## config.mk

```make
export PLATFORM = sky130hd
export DESIGN_NAME = heightmap_water_surface_triangulator_core
export DESIGN_NICKNAME = d
export VERILOG_FILES = /design/src/rtl/hwst_pkg.sv /design/src/rtl/hwst_front.sv /design/src/rtl/hwst_queue.sv /design/src/rtl/hwst_back.sv /design/src/rtl/heightmap_water_surface_triangulator_core.sv
export SDC_FILE = /design/constraint.sdc
export NUM_CORES = 1
export LEC_CHECK = 0
export BUFFER_PORTS_ARGS = -buffer_cell sky130_fd_sc_hd__buf_2
export CAP_MARGIN = 10
export CORE_ASPECT_RATIO = 1.2
export CORE_MARGIN = 2
export CORE_UTILIZATION = 40
export CTS_CLUSTER_SIZE = 8
export DETAILED_ROUTE_END_ITERATION = 7
export PLACE_DENSITY_LB_ADDON = 0.2
export SLEW_MARGIN = 20
export SYNTH_ARGS = -nofsm -noshare
export SYNTH_HDL_FRONTEND = slang
export SYNTH_SLANG_ARGS = --single-unit
```

## constraint.sdc

```tcl
create_clock -name clk -period 14.41 [get_ports clk]
set_input_delay 2.882 -clock clk [delete_from_list [all_inputs] [get_ports clk]]
set_output_delay 2.882 -clock clk [all_outputs]
set_load 0.01 [all_outputs]
```

## src/rtl/hwst_pkg.sv

```systemverilog
`default_nettype none

package hwst_pkg;

  localparam int HEIGHT_BITS = 16;
  localparam int COORD_W     = 8;
  localparam int DIM_W       = 9;
  localparam int IDX_W       = 17;
  localparam int DEPTH_W     = 16;
  localparam int SIDES_W     = 4;
  localparam int CNT_W       = 18;
  localparam int SUM_W       = HEIGHT_BITS + 3;
  localparam int ABS_W       = HEIGHT_BITS + 1;

  localparam logic [DIM_W-1:0] MAX_GRID_WIDTH = DIM_W'(256);
  localparam logic [DIM_W-1:0] MAX_GRID_DEPTH = DIM_W'(256);

  localparam int QUEUE_DEPTH = 2;
  localparam int QPTR_W      = $clog2(QUEUE_DEPTH);
  localparam int QCNT_W      = $clog2(QUEUE_DEPTH + 1);

  // register map
  localparam int APB_ADDR_W = 4;
  localparam int APB_DATA_W = 32;
  localparam logic [1:0] REG_SURF_LEVEL = 2'd0;
  localparam logic [1:0] REG_GRID_WIDTH = 2'd1;
  localparam logic [1:0] REG_GRID_DEPTH = 2'd2;

  // boundary mask bit positions
  localparam int SIDE_Z_FIRST = 0;
  localparam int SIDE_Z_LAST  = 1;
  localparam int SIDE_X_FIRST = 2;
  localparam int SIDE_X_LAST  = 3;

  typedef struct packed {
    logic        [COORD_W-1:0]     cell_x;
    logic        [COORD_W-1:0]     cell_z;
    logic signed [HEIGHT_BITS-1:0] corner_h00;
    logic signed [HEIGHT_BITS-1:0] corner_h10;
    logic signed [HEIGHT_BITS-1:0] corner_h01;
    logic signed [HEIGHT_BITS-1:0] corner_h11;
  } in_item_t;

  typedef struct packed {
    logic [IDX_W-1:0]   vertex_a;
    logic [IDX_W-1:0]   vertex_b;
    logic [IDX_W-1:0]   vertex_c;
    logic               split_other;
    logic [DEPTH_W-1:0] cell_water_depth;
    logic [SIDES_W-1:0] edge_sides;
    logic [IDX_W-1:0]   triangle_number;
    logic               last_of_cell;
  } out_item_t;

  // one submerged cell handed from front to back
  typedef struct packed {
    logic [COORD_W-1:0] cell_x;
    logic [COORD_W-1:0] cell_z;
    logic               split_other;
    logic [DEPTH_W-1:0] depth;
    logic [SIDES_W-1:0] sides;
  } cell_cmd_t;

  typedef struct packed {
    logic      push;
    cell_cmd_t cmd;
  } queue_wr_t;

  typedef struct packed {
    logic full;
    logic empty;
  } queue_stat_t;

  function automatic logic [DIM_W-1:0] sat_dim(input logic [DIM_W-1:0] v,
                                               input logic [DIM_W-1:0] m);
    return (v > m) ? m : v;
  endfunction

endpackage

`default_nettype wire

```

## src/rtl/hwst_front.sv

```systemverilog
`default_nettype none

module hwst_front (
  input  wire                                  in_valid,
  input  hwst_pkg::in_item_t                   in_data,
  output logic                                 in_stall,
  input  wire signed [hwst_pkg::HEIGHT_BITS-1:0] surf_level,
  input  wire        [hwst_pkg::DIM_W-1:0]     grid_w,
  input  wire        [hwst_pkg::DIM_W-1:0]     grid_d,
  input  hwst_pkg::queue_stat_t                q_stat,
  output hwst_pkg::queue_wr_t                  q_wr
);
  import hwst_pkg::*;

  logic                    in_grid;
  logic                    submerged;
  logic signed [SUM_W-1:0] sum;
  logic signed [SUM_W-1:0] diff;
  logic signed [ABS_W-1:0] d_a;
  logic signed [ABS_W-1:0] d_b;
  logic        [ABS_W-1:0] abs_a;
  logic        [ABS_W-1:0] abs_b;
  logic [DEPTH_W-1:0]      depth;
  logic [SIDES_W-1:0]      sides;

  assign in_stall = q_stat.full;

  always_comb begin
    in_grid = ({1'b0, in_data.cell_x} < grid_w) && ({1'b0, in_data.cell_z} < grid_d);
    submerged = (in_data.corner_h00 < surf_level) || (in_data.corner_h10 < surf_level) ||
                (in_data.corner_h01 < surf_level) || (in_data.corner_h11 < surf_level);

    // 4*level - sum of corners, then floor divide by four; zero if not positive
    sum = SUM_W'(in_data.corner_h00) + SUM_W'(in_data.corner_h10) +
          SUM_W'(in_data.corner_h01) + SUM_W'(in_data.corner_h11);
    diff = (SUM_W'(surf_level) <<< 2) - sum;
    if (diff[SUM_W-1] || (diff == '0)) begin
      depth = '0;
    end else begin
      depth = diff[DEPTH_W+1:2];
    end

    d_a = ABS_W'(in_data.corner_h00) - ABS_W'(in_data.corner_h11);
    d_b = ABS_W'(in_data.corner_h10) - ABS_W'(in_data.corner_h01);
    abs_a = d_a[ABS_W-1] ? ABS_W'(-d_a) : ABS_W'(d_a);
    abs_b = d_b[ABS_W-1] ? ABS_W'(-d_b) : ABS_W'(d_b);

    sides = '0;
    sides[SIDE_Z_FIRST] = (in_data.cell_z == '0);
    sides[SIDE_Z_LAST]  = ({1'b0, in_data.cell_z} == (grid_d - DIM_W'(1)));
    sides[SIDE_X_FIRST] = (in_data.cell_x == '0);
    sides[SIDE_X_LAST]  = ({1'b0, in_data.cell_x} == (grid_w - DIM_W'(1)));

    q_wr.push            = in_valid && !q_stat.full && in_grid && submerged;
    q_wr.cmd.cell_x      = in_data.cell_x;
    q_wr.cmd.cell_z      = in_data.cell_z;
    q_wr.cmd.split_other = (abs_a > abs_b);
    q_wr.cmd.depth       = depth;
    q_wr.cmd.sides       = sides;
  end

endmodule

`default_nettype wire

```

## src/rtl/hwst_queue.sv

```systemverilog
`default_nettype none

module hwst_queue (
  input  wire                    clk,
  input  wire                    rst_n,
  input  hwst_pkg::queue_wr_t    q_wr,
  input  wire                    pop,
  output hwst_pkg::cell_cmd_t    rd_data,
  output hwst_pkg::queue_stat_t  q_stat
);
  import hwst_pkg::*;

  cell_cmd_t         mem_r [QUEUE_DEPTH];
  logic [QPTR_W-1:0] wr_ptr_r;
  logic [QPTR_W-1:0] rd_ptr_r;
  logic [QCNT_W-1:0] count_r;
  logic [QPTR_W-1:0] wr_ptr_nxt;
  logic [QPTR_W-1:0] rd_ptr_nxt;
  logic [QCNT_W-1:0] count_nxt;

  assign q_stat.full  = (count_r == QCNT_W'(QUEUE_DEPTH));
  assign q_stat.empty = (count_r == '0);
  assign rd_data      = mem_r[rd_ptr_r];

  always_comb begin
    wr_ptr_nxt = wr_ptr_r;
    rd_ptr_nxt = rd_ptr_r;
    count_nxt  = count_r;
    if (q_wr.push) begin
      wr_ptr_nxt = (wr_ptr_r == QPTR_W'(QUEUE_DEPTH - 1)) ? '0 : wr_ptr_r + QPTR_W'(1);
    end
    if (pop) begin
      rd_ptr_nxt = (rd_ptr_r == QPTR_W'(QUEUE_DEPTH - 1)) ? '0 : rd_ptr_r + QPTR_W'(1);
    end
    if (q_wr.push && !pop) begin
      count_nxt = count_r + QCNT_W'(1);
    end else if (pop && !q_wr.push) begin
      count_nxt = count_r - QCNT_W'(1);
    end
  end

  always_ff @(posedge clk) begin
    if (!rst_n) begin
      wr_ptr_r <= '0;
      rd_ptr_r <= '0;
      count_r  <= '0;
    end else begin
      wr_ptr_r <= wr_ptr_nxt;
      rd_ptr_r <= rd_ptr_nxt;
      count_r  <= count_nxt;
    end
  end

  always_ff @(posedge clk) begin
    if (q_wr.push) begin
      mem_r[wr_ptr_r] <= q_wr.cmd;
    end
  end

`ifndef ASSERT_OFF
  a_no_overflow: assert property (@(posedge clk) disable iff (!rst_n)
    count_r <= QCNT_W'(QUEUE_DEPTH))
    else $error("queue holds more entries than its depth");
  a_no_underflow: assert property (@(posedge clk) disable iff (!rst_n)
    pop |-> (count_r != '0))
    else $error("queue popped while empty");
`endif

endmodule

`default_nettype wire

```

## src/rtl/hwst_back.sv

```systemverilog
`default_nettype none

module hwst_back (
  input  wire                         clk,
  input  wire                         rst_n,
  input  wire [hwst_pkg::DIM_W-1:0]   grid_w,
  input  hwst_pkg::queue_stat_t       q_stat,
  input  hwst_pkg::cell_cmd_t         head,
  output logic                        pop,
  output logic                        out_valid,
  input  wire                         out_stall,
  output hwst_pkg::out_item_t         out_data
);
  import hwst_pkg::*;

  logic               cur_valid_r;
  logic               phase_r;
  logic [IDX_W-1:0]   i00_r;
  logic               split_r;
  logic [DEPTH_W-1:0] depth_r;
  logic [SIDES_W-1:0] sides_r;
  logic [CNT_W-1:0]   count_r;
  logic               out_valid_r;
  out_item_t          out_r;

  logic [DIM_W-1:0]   stride;
  logic [IDX_W-1:0]   i00_nxt;
  logic [IDX_W-1:0]   i10;
  logic [IDX_W-1:0]   i01;
  logic [IDX_W-1:0]   i11;
  logic               out_load;
  logic               done;
  out_item_t          out_nxt;

  assign out_valid = out_valid_r;
  assign out_data  = out_r;

  always_comb begin
    stride   = grid_w + DIM_W'(1);
    i00_nxt  = IDX_W'(head.cell_z) * IDX_W'(stride) + IDX_W'(head.cell_x);
    i10      = i00_r + IDX_W'(1);
    i01      = i00_r + IDX_W'(stride);
    i11      = i01 + IDX_W'(1);
    out_load = cur_valid_r && (!out_valid_r || !out_stall);
    done     = out_load && phase_r;
    pop      = !q_stat.empty && (!cur_valid_r || done);

    out_nxt.split_other      = split_r;
    out_nxt.cell_water_depth = depth_r;
    out_nxt.edge_sides       = sides_r;
    out_nxt.triangle_number  = count_r[IDX_W-1:0];
    out_nxt.last_of_cell     = phase_r;
    unique case ({split_r, phase_r})
      2'b00: begin
        out_nxt.vertex_a = i00_r;
        out_nxt.vertex_b = i11;
        out_nxt.vertex_c = i10;
      end
      2'b01: begin
        out_nxt.vertex_a = i00_r;
        out_nxt.vertex_b = i01;
        out_nxt.vertex_c = i11;
      end
      2'b10: begin
        out_nxt.vertex_a = i00_r;
        out_nxt.vertex_b = i01;
        out_nxt.vertex_c = i10;
      end
      default: begin
        out_nxt.vertex_a = i10;
        out_nxt.vertex_b = i01;
        out_nxt.vertex_c = i11;
      end
    endcase
  end

  always_ff @(posedge clk) begin
    if (!rst_n) begin
      cur_valid_r <= 1'b0;
      phase_r     <= 1'b0;
      count_r     <= '0;
      out_valid_r <= 1'b0;
    end else begin
      if (pop) begin
        cur_valid_r <= 1'b1;
        phase_r     <= 1'b0;
      end else if (done) begin
        cur_valid_r <= 1'b0;
        phase_r     <= 1'b0;
      end else if (out_load) begin
        phase_r <= 1'b1;
      end
      if (out_load) begin
        count_r     <= count_r + CNT_W'(1);
        out_valid_r <= 1'b1;
      end else if (!out_stall) begin
        out_valid_r <= 1'b0;
      end
    end
  end

  always_ff @(posedge clk) begin
    if (pop) begin
      i00_r   <= i00_nxt;
      split_r <= head.split_other;
      depth_r <= head.depth;
      sides_r <= head.sides;
    end
    if (out_load) begin
      out_r <= out_nxt;
    end
  end

`ifndef ASSERT_OFF
  a_second_follows: assert property (@(posedge clk) disable iff (!rst_n)
    (out_load && !phase_r) |=> (cur_valid_r && phase_r))
    else $error("first triangle of a cell not followed by its second");
  a_pop_only_free: assert property (@(posedge clk) disable iff (!rst_n)
    (pop && cur_valid_r) |-> (out_load && phase_r))
    else $error("new cell taken while current cell unfinished");
`endif

endmodule

`default_nettype wire

```

## src/rtl/heightmap_water_surface_triangulator_core.sv

```systemverilog
`default_nettype none

// water surface triangulator: takes one terrain cell per beat (column, row, four
// signed q8.8 corner heights) and, for a cell inside the configured grid with a
// corner strictly below the surface level, emits two triangle beats of vertex indices
// z*(width+1)+x split along the flatter diagonal; dry or out-of-grid cells are
// taken and dropped. the front classifies one cell per cycle into a two-entry queue,
// stalling the input while it is full, and the back's single triangle emitter
// drains it at two triangles per submerged cell, which sets the sustained rate;
// dry cells never enter the queue. registers sit at byte addresses 0 (surface level),
// 4 (grid_width), 8 (grid_depth); grid sizes above 256 act as 256, and writes should
// be made only while idle.
module heightmap_water_surface_triangulator_core (
  input  wire                                  clk,
  input  wire                                  rst_n,
  input  wire                                  in_valid,
  output logic                                 in_stall,
  input  hwst_pkg::in_item_t                   in_data,
  output logic                                 out_valid,
  input  wire                                  out_stall,
  output hwst_pkg::out_item_t                  out_data,
  input  wire                                  psel,
  input  wire                                  penable,
  input  wire                                  pwrite,
  input  wire [hwst_pkg::APB_ADDR_W-1:0]       paddr,
  input  wire [hwst_pkg::APB_DATA_W-1:0]       pwdata,
  output logic [hwst_pkg::APB_DATA_W-1:0]      prdata,
  output logic                                 pready
);
  import hwst_pkg::*;

  logic signed [HEIGHT_BITS-1:0] surf_level_r;
  logic [DIM_W-1:0]              grid_width_r;
  logic [DIM_W-1:0]              grid_depth_r;
  logic [DIM_W-1:0]              grid_w;
  logic [DIM_W-1:0]              grid_d;
  logic                          cfg_wr;
  logic [1:0]                    reg_sel;

  queue_wr_t   q_wr;
  queue_stat_t q_stat;
  cell_cmd_t   head;
  logic        pop;

  assign pready  = 1'b1;
  assign reg_sel = paddr[3:2];
  assign cfg_wr  = psel && penable && pwrite && pready;
  assign grid_w  = sat_dim(grid_width_r, MAX_GRID_WIDTH);
  assign grid_d  = sat_dim(grid_depth_r, MAX_GRID_DEPTH);

  always_comb begin
    unique case (reg_sel)
      REG_SURF_LEVEL: prdata = APB_DATA_W'(surf_level_r);
      REG_GRID_WIDTH: prdata = APB_DATA_W'(grid_width_r);
      REG_GRID_DEPTH: prdata = APB_DATA_W'(grid_depth_r);
      default:        prdata = '0;
    endcase
  end

  always_ff @(posedge clk) begin
    if (!rst_n) begin
      surf_level_r <= '0;
      grid_width_r <= DIM_W'(1);
      grid_depth_r <= DIM_W'(1);
    end else if (cfg_wr) begin
      unique case (reg_sel)
        REG_SURF_LEVEL: surf_level_r <= pwdata[HEIGHT_BITS-1:0];
        REG_GRID_WIDTH: grid_width_r <= pwdata[DIM_W-1:0];
        REG_GRID_DEPTH: grid_depth_r <= pwdata[DIM_W-1:0];
        default: ;
      endcase
    end
  end

  hwst_front u_front (
    .in_valid    (in_valid),
    .in_data     (in_data),
    .in_stall    (in_stall),
    .surf_level  (surf_level_r),
    .grid_w      (grid_w),
    .grid_d      (grid_d),
    .q_stat      (q_stat),
    .q_wr        (q_wr)
  );

  hwst_queue u_queue (
    .clk     (clk),
    .rst_n   (rst_n),
    .q_wr    (q_wr),
    .pop     (pop),
    .rd_data (head),
    .q_stat  (q_stat)
  );

  hwst_back u_back (
    .clk       (clk),
    .rst_n     (rst_n),
    .grid_w    (grid_w),
    .q_stat    (q_stat),
    .head      (head),
    .pop       (pop),
    .out_valid (out_valid),
    .out_stall (out_stall),
    .out_data  (out_data)
  );

`ifndef ASSERT_OFF
  a_grid_sat: assert property (@(posedge clk) disable iff (!rst_n)
    (grid_w <= MAX_GRID_WIDTH) && (grid_d <= MAX_GRID_DEPTH))
    else $error("effective grid size above its maximum");
`endif

endmodule

`default_nettype wire

```

==> results.sh, run 1 <==
export IMPL_grt_start_max_net_pins=67
export IMPL_first_global_vias=16003
export IMPL_drt_iter0_drc=780
export IMPL_reg2reg_to="u_back.i00_r[15]"
export IMPL_synth_largest_area_cell="edfxtp_1"
export IMPL_worst_tran_pin_value_ns=1.16
export IMPL_wirelength_um=52300
export IMPL_start_util_pct=40.6
export IMPL_report_final_hold_viol_count=0
export IMPL_ctsHoldBuffers=0
export IMPL_cts_path_max_buffers=3
export IMPL_mappedNetlistArea_mm2=0.0209
export IMPL_pin_count=248
export IMPL_post_route_util_pct=46.3
export IMPL_switching_power_mw=1.23
export IMPL_timing_critical_path_arrival_ns=8.05
export IMPL_dp_hpwl_um=42000
export IMPL_die_area_mm2=0.0541
export IMPL_globalRouteTotalUtil_pct=19.4
export IMPL_worstSetupEndpoint="u_queue.mem_r[1][19]"
export IMPL_comb_power_share_pct=42.2
export IMPL_row_count=91
export IMPL_status="complete, no violations"
export IMPL_power_static_leakage_nw=10.1
export IMPL_port_buffer_count=228
export IMPL_clk_transition_reported_paths_ns=0.05
export IMPL_cts_root_buf="clkbuf_16"
export IMPL_hold_path_class="flop to flop"
export IMPL_final_antenna_net_count=0
export IMPL_synth_distinct_cells=100
export IMPL_cts_tree="built"
export IMPL_ys_flop_type="edfxtp_1"
export IMPL_r2r_start="grid_width_r[8]"
export IMPL_number_of_setup_violations_in_the_final_report=0
export IMPL_fmax_mhz=129
export IMPL_ys_async_sr_fraction_pct=0
export IMPL_nNetsFinal=2752
export IMPL_synthesis_instances=2109
export IMPL_total_clock_sinks=261
export IMPL_power_density_mw_per_mm2=142
export IMPL_detail_route_first_pass_iterations=5
export IMPL_ys_top_cells_by_area="edfxtp_1 (29%), ha_1 (13%), fa_1 (8.3%)"
export IMPL_detail_route_wl_per_cell_um=17.2
export IMPL_crit_path_start_kind="input pin"
export IMPL_rrSetupSlack_ns=7.32
export IMPL_synth_net_count=2535
export IMPL_cts_buffers_inserted=38
export IMPL_worstSkewPairLatency_ns=0.56
export IMPL_grt_overflow_total=0
export IMPL_yosys_reg_bits=261
export IMPL_final_gp_congestion=0.893
export IMPL_chipHeight_um=254
export IMPL_share_clk_of_total_power_pct=23.6
export IMPL_max_slew_margin_rel_pct=22.4
export IMPL_crit_start="in_data[33]"
export IMPL_rsz0062_at_grt="false"
export IMPL_route_vias_total=15784
export IMPL_critical_path_peak_fanout=16
export IMPL_synth_area_per_cell_um2=9.91
export IMPL_power_switching_share_pct=36.5
export IMPL_critical_path_endpoint_type="flop"
export IMPL_irDropWorstVdd_mv=0.0857
export IMPL_fraction_of_final_layout_cells_sized_beyond_drive_strength_1_pct=15.3
export IMPL_yosys_warn_count=0
export IMPL_area_growth_synth_to_final_pct=14.0
export IMPL_synth_seq_area_share_pct=34.7
export IMPL_die_width_um=213
export IMPL_period_needed_ns=7.78
export IMPL_vias_per_cell=5.19
export IMPL_worst_clock_skew_ns=0.0424
export IMPL_reg2regPathDepth=27
export IMPL_postCtsSetupRepairBufs=0
export IMPL_cp_data_required_time_ns=14.68
export IMPL_max_cap_viol_count=0
export IMPL_post_route_drc_count=0
export IMPL_fin_setup_tns_ns=0
export IMPL_core_area_mm2=0.0515
export IMPL_synth_largest_type_area_fraction_pct=29.0
export IMPL_number_of_instances_resized_during_post_cts_repair=0
export IMPL_synth_enable_flop_cells=202
export IMPL_timing_setup_critical_path_class="input pin to flop"
export IMPL_sequential_power_share_pct=34.2
export IMPL_finalMaxSlewViolations=0
export IMPL_grt_pass1_wl_um=82300
export IMPL_cts_htree_levels=2
export IMPL_cell_internal_pwr_mw=2.15
export IMPL_antenna_violations_before_repair=4
export IMPL_fin_crit_sh_pct=54.0
worst max-delay path, cell delays in order:
cell and delay [ns]:
buf_2 0.15, fa_1 0.47, ha_1 0.24, fa_1 0.40, a21o_1 0.18, a21oi_1 0.23
o21bai_1 0.12, a211o_1 0.33, a31oi_1 0.20, xnor2_1 0.11, fa_1 0.48, inv_1 0.04
ha_1 0.37, a21o_1 0.19, a21o_1 0.17, a21oi_1 0.29, o31a_1 0.31, o21ai_0 0.16
o22ai_1 0.17, xnor2_1 0.14, buf_4 0.23, o21ba_2 0.19
power groups by stage:
stage | logic, mW | clock network (mW) | registers, mW
floorplan | 0.996 | 0 | 1.22
global placement | 1.41 | 0 | 1.17
detailed placement | 1.43 | 0 | 1.17
CTS | 1.44 | 0.829 | 1.16
global route | 1.61 | 0.854 | 1.18
finish | 1.43 | 0.798 | 1.16
registers in the layout, summed over array words and instances, names as in the netlist, 4 cells and up, named ones only:
signal	count
u_back.out_data	90
grid_depth_r	9
u_back.count_r	17
grid_width_r	9
u_back.i00_r	17
u_queue.mem_r	74
u_back.sides_r	4
u_back.depth_r	16
surf_level_r	16
synth_stat cells, types with 8 or more instances:
library cell,number
a21oi_1,83
nand4_1,25
clkbuf_1,40
a31oi_1,23
xnor2_1,122
nand2b_1,14
dfxtp_1,59
a21o_1,38
nor4_1,8
inv_1,209
o21ai_0,69
mux2i_1,38
o211ai_1,11
nor3_1,40
or2_2,12
xor2_1,61
edfxtp_1,202
a211oi_1,14
o21a_1,23
nand3_1,36
nor2_1,175
ha_1,216
fa_1,87
nand2_1,177
mux2_2,26
and3_1,14
and2_1,31
a21boi_0,31
or3_1,17
nor2b_1,38
buf_4,18
cell usage in the layout (no fill, tap or decap), types with 17 or more instances in the layout:
master,Yosys,layout
mux2_2,26,26
clkbuf_16,0,38
a21oi_1,83,83
and2_1,31,31
ha_1,216,216
nand3_1,36,36
mux2i_1,38,38
nand2_1,177,177
dfxtp_1,59,58
fa_1,87,87
nor2b_1,38,38
edfxtp_1,202,202
buf_2,3,228
nor3_1,40,38
a21o_1,38,38
o21ai_0,69,69
inv_1,209,209
a31oi_1,23,23
o21a_1,23,23
or3_1,17,17
nand4_1,25,25
xor2_1,61,61
xnor2_1,122,122
a21boi_0,31,31
nor2_1,175,172
layout make-up:
class                      count  area, um^2
timing repair buffer         243        1270
fill                        4996       27600
antenna                        4        10.0
inverter                     209         785
clock buffer                  51        1000
tap                          697         872
clock inverter                 4        37.5
multi-input combinational   1573       12600
sequential                   261        7250
routing by layer:
metal  global-route usage (%)  share of wire, %  vias to the layer above
met5                        0             0.025                        -
met3                     2.88               4.4                      113
li1                         -                 -                     7843
met4                     9.27               4.4                        2
met2                     34.8                50                      367
met1                     22.8                41                     7459
worst min-delay path by stage:
stage / cells after the start / startpoint / slack [ns] / end
after global placement: 0 / u_back.depth_r[1] / 0.40 / u_back.out_data[23]
after detailed placement: 0 / u_back.depth_r[0] / 0.40 / u_back.out_data[22]
after CTS: 0 / u_back.depth_r[0] / 0.41 / u_back.out_data[22]
after floorplan: 0 / u_back.sides_r[0] / 0.40 / u_back.out_data[18]
after global routing: 0 / u_back.sides_r[3] / 0.42 / u_back.out_data[21]
final: 0 / u_back.depth_r[0] / 0.41 / u_back.out_data[22]
cells by family (layout without fill, tap and decap cells):
kind of cell               after synthesis  count (layout)  synth area share (%)
xor gates and xnor gates               185             185                  7.86
and+or+nand+nor                        637             637                  15.2
AOI/OAI and AO/OA                      383             383                  12.5
buffers and inverters                  275             507                  5.28
muxes                                   64              64                  3.22
adders and majority gates              303             303                  21.3
DFF                                    261             261                  34.7
other                                    1               5                0.0179
stage by stage:
step	setup slack, ns	std cells	total power [mW]	hold WS, ns	cell area, um^2
after floorplan	3.21	2109	2.21	0.400	20900
after global placement	6.12	2982	2.58	0.405	22700
after detailed placement	6.05	2983	2.61	0.405	22800
after CTS	6.60	3038	3.43	0.413	23800
after global routing	6.38	3041	3.64	0.421	23800
final	6.63	3042	3.38	0.415	23800
Note: power is estimated with default switching activity, not from simulation.
==> run 2, diff against run 1 <==
==> constraint.sdc (replaced) <==
create_clock -name clk -period 7.6 [get_ports clk]
set_input_delay 1.52 -clock clk [delete_from_list [all_inputs] [get_ports clk]]
set_output_delay 1.52 -clock clk [all_outputs]
set_load 0.01 [all_outputs]
==> results.sh, run 2 (synthesis results as in run 1) <==
export IMPL_power_static_leakage_nw=10.1
export IMPL_worst_tran_pin_value_ns=1.00
export IMPL_antenna_violations_before_repair=3
export IMPL_fin_crit_sh_pct=89.2
export IMPL_nNetsFinal=2757
export IMPL_final_antenna_net_count=0
export IMPL_mostFrequentLayoutCell="buf_2"
export IMPL_grt_overflow_total=0
export IMPL_hold_path_class="flop to flop"
export IMPL_critical_path_max_stage_delay_ns=0.54
export IMPL_chipHeight_um=254
export IMPL_total_clock_sinks=261
export IMPL_worst_hold_endpoint="u_back.out_data[30]"
export IMPL_cpMostUsedCell="inv_1"
export IMPL_worst_clock_skew_ns=0.0486
export IMPL_fmax_mhz=147
export IMPL_number_of_instances_resized_during_post_cts_repair=0
export IMPL_die_width_um=213
export IMPL_irDropWorstVdd_mv=0.146
export IMPL_cts_tree="built"
export IMPL_number_of_setup_violations_in_the_final_report=0
export IMPL_first_global_vias=15858
export IMPL_reg2regPathDepth=27
export IMPL_wirelength_um=52500
export IMPL_crit_path_start_kind="flop"
export IMPL_crit_family="adder cells"
export IMPL_power_density_mw_per_mm2=270
export IMPL_finalMaxSlewViolations=0
export IMPL_globalRouteTotalUtil_pct=19.5
export IMPL_detail_route_first_pass_iterations=5
export IMPL_report_final_hold_viol_count=0
export IMPL_overall_power_after_layout_mw=6.47
export IMPL_timing_setup_critical_path_class="flop to flop"
export IMPL_route_vias_total=15781
export IMPL_reg2reg_to="u_back.i00_r[15]"
export IMPL_dpl_cell_area_mm2=0.0228
export IMPL_cp_data_required_time_ns=7.90
export IMPL_critical_path_endpoint_type="flop"
export IMPL_cts_path_max_buffers=3
export IMPL_critical_path_n_buffers_inverters=6
export IMPL_port_buffer_count=228
export IMPL_max_slew_margin_rel_pct=33.1
export IMPL_final_gp_congestion=0.906
export IMPL_postLayoutSetupSlackWorst_ns=0.820
export IMPL_period_needed_ns=6.78
export IMPL_row_count=91
export IMPL_r2r_start="grid_width_r[8]"
export IMPL_min_from="u_back.depth_r[8]"
export IMPL_vias_per_cell=5.17
export IMPL_post_route_drc_count=0
export IMPL_rsz0062_at_grt="false"
export IMPL_cts_root_buf="clkbuf_16"
export IMPL_postCtsSetupRepairBufs=0
export IMPL_max_cap_viol_count=0
export IMPL_dp_hpwl_um=42200
export IMPL_timing_critical_path_arrival_ns=7.08
export IMPL_ctsHoldBuffers=0
export IMPL_largest_register_ffs=90
export IMPL_status="complete, no violations"
export IMPL_area_of_all_placed_cells_without_fillers_mm2=0.0239
export IMPL_grt_pass1_wl_um=82500
export IMPL_detail_route_wl_per_cell_um=17.2
export IMPL_cts_htree_levels=2
export IMPL_worst_hold_path_depth=0
export IMPL_critical_path_peak_fanout=7
export IMPL_area_growth_synth_to_final_pct=14.4
export IMPL_cts_buffers_inserted=39
export IMPL_worstSkewPairLatency_ns=0.57
export IMPL_die_area_mm2=0.0541
export IMPL_grt_start_max_net_pins=67
export IMPL_pin_count=248
export IMPL_post_placement_worst_setup_slack_ns=0.734
export IMPL_fin_setup_tns_ns=0
export IMPL_core_area_mm2=0.0515
export IMPL_drt_iter0_drc=609
export IMPL_rrSetupSlack_ns=0.82
export IMPL_fraction_of_final_layout_cells_sized_beyond_drive_strength_1_pct=15.6
export IMPL_critical_path_slowest_cell="fa_1"
export IMPL_clk_transition_reported_paths_ns=0.05
export IMPL_start_util_pct=40.6
export IMPL_final_cell_mix="buf_2 (228), ha_1 (216), inv_1 (209)"
## run 2: metrics by stage
stage / std cells / util (%) / hold WS (ns)
CTS: 3047 / 46.4 / 0.416
global route: 3049 / 46.4 / 0.422
global placement: 2985 / 44.2 / 0.404
floorplan: 2109 / - / 0.400
finish: 3052 / 46.4 / 0.411
detailed placement: 2987 / 44.3 / 0.405
## run 2: worst reg2reg max path, delay by kind of cell, from the launching register on
family,cells,cell delay (ns)
AO/OA/AOI/OAI,7,1.44
adder cells (fa/ha/maj),6,2.62
AND/OR/NAND/NOR,6,1.08
flip-flops,1,0.30
XOR/XNOR,2,0.24
buffers and inverters,6,0.84
## run 2: layer usage
| metal | share of wire (%) | up-vias | GRT usage, % |
|---|---|---|---|
| met5 | 0 | - | 0 |
| met4 | 4.2 | 0 | 9.03 |
| met3 | 4.5 | 102 | 2.72 |
| met2 | 50 | 381 | 35.0 |
| met1 | 41 | 7446 | 22.9 |
| li1 | - | 7852 | - |
## run 2: power breakdown
group / internal [mW] / total [mW] / switching (mW)
combinational: 1.12 / 2.71 / 1.59
sequential: 2.05 / 2.20 / 0.151
clock: 0.936 / 1.55 / 0.614
## run 2: final cells by class
class                      instances  area, um^2
sequential                       261        7250
antenna                            5        12.5
inverter                         209         785
multi-input combinational       1573       12600
clock inverter                     5        38.8
tap                              697         872
timing repair buffer             247        1310
clock buffer                      55        1040
fill                            4869       27600
## run 2: worst max path at each step
stage | startpoint | end | slack [ns] | cells past startpoint
final | grid_width_r[8] | u_back.i00_r[15] | 0.82 | 27
after global routing | grid_width_r[0] | u_back.i00_r[15] | 0.25 | 26
after CTS | grid_width_r[0] | u_back.i00_r[15] | 0.87 | 26
after detailed placement | in_data[33] | u_queue.mem_r[0][19] | 0.73 | 22
after global placement | in_data[17] | u_queue.mem_r[0][19] | 0.74 | 22
after floorplan | out_stall | u_queue.count_r[1] | 0.08 | 7
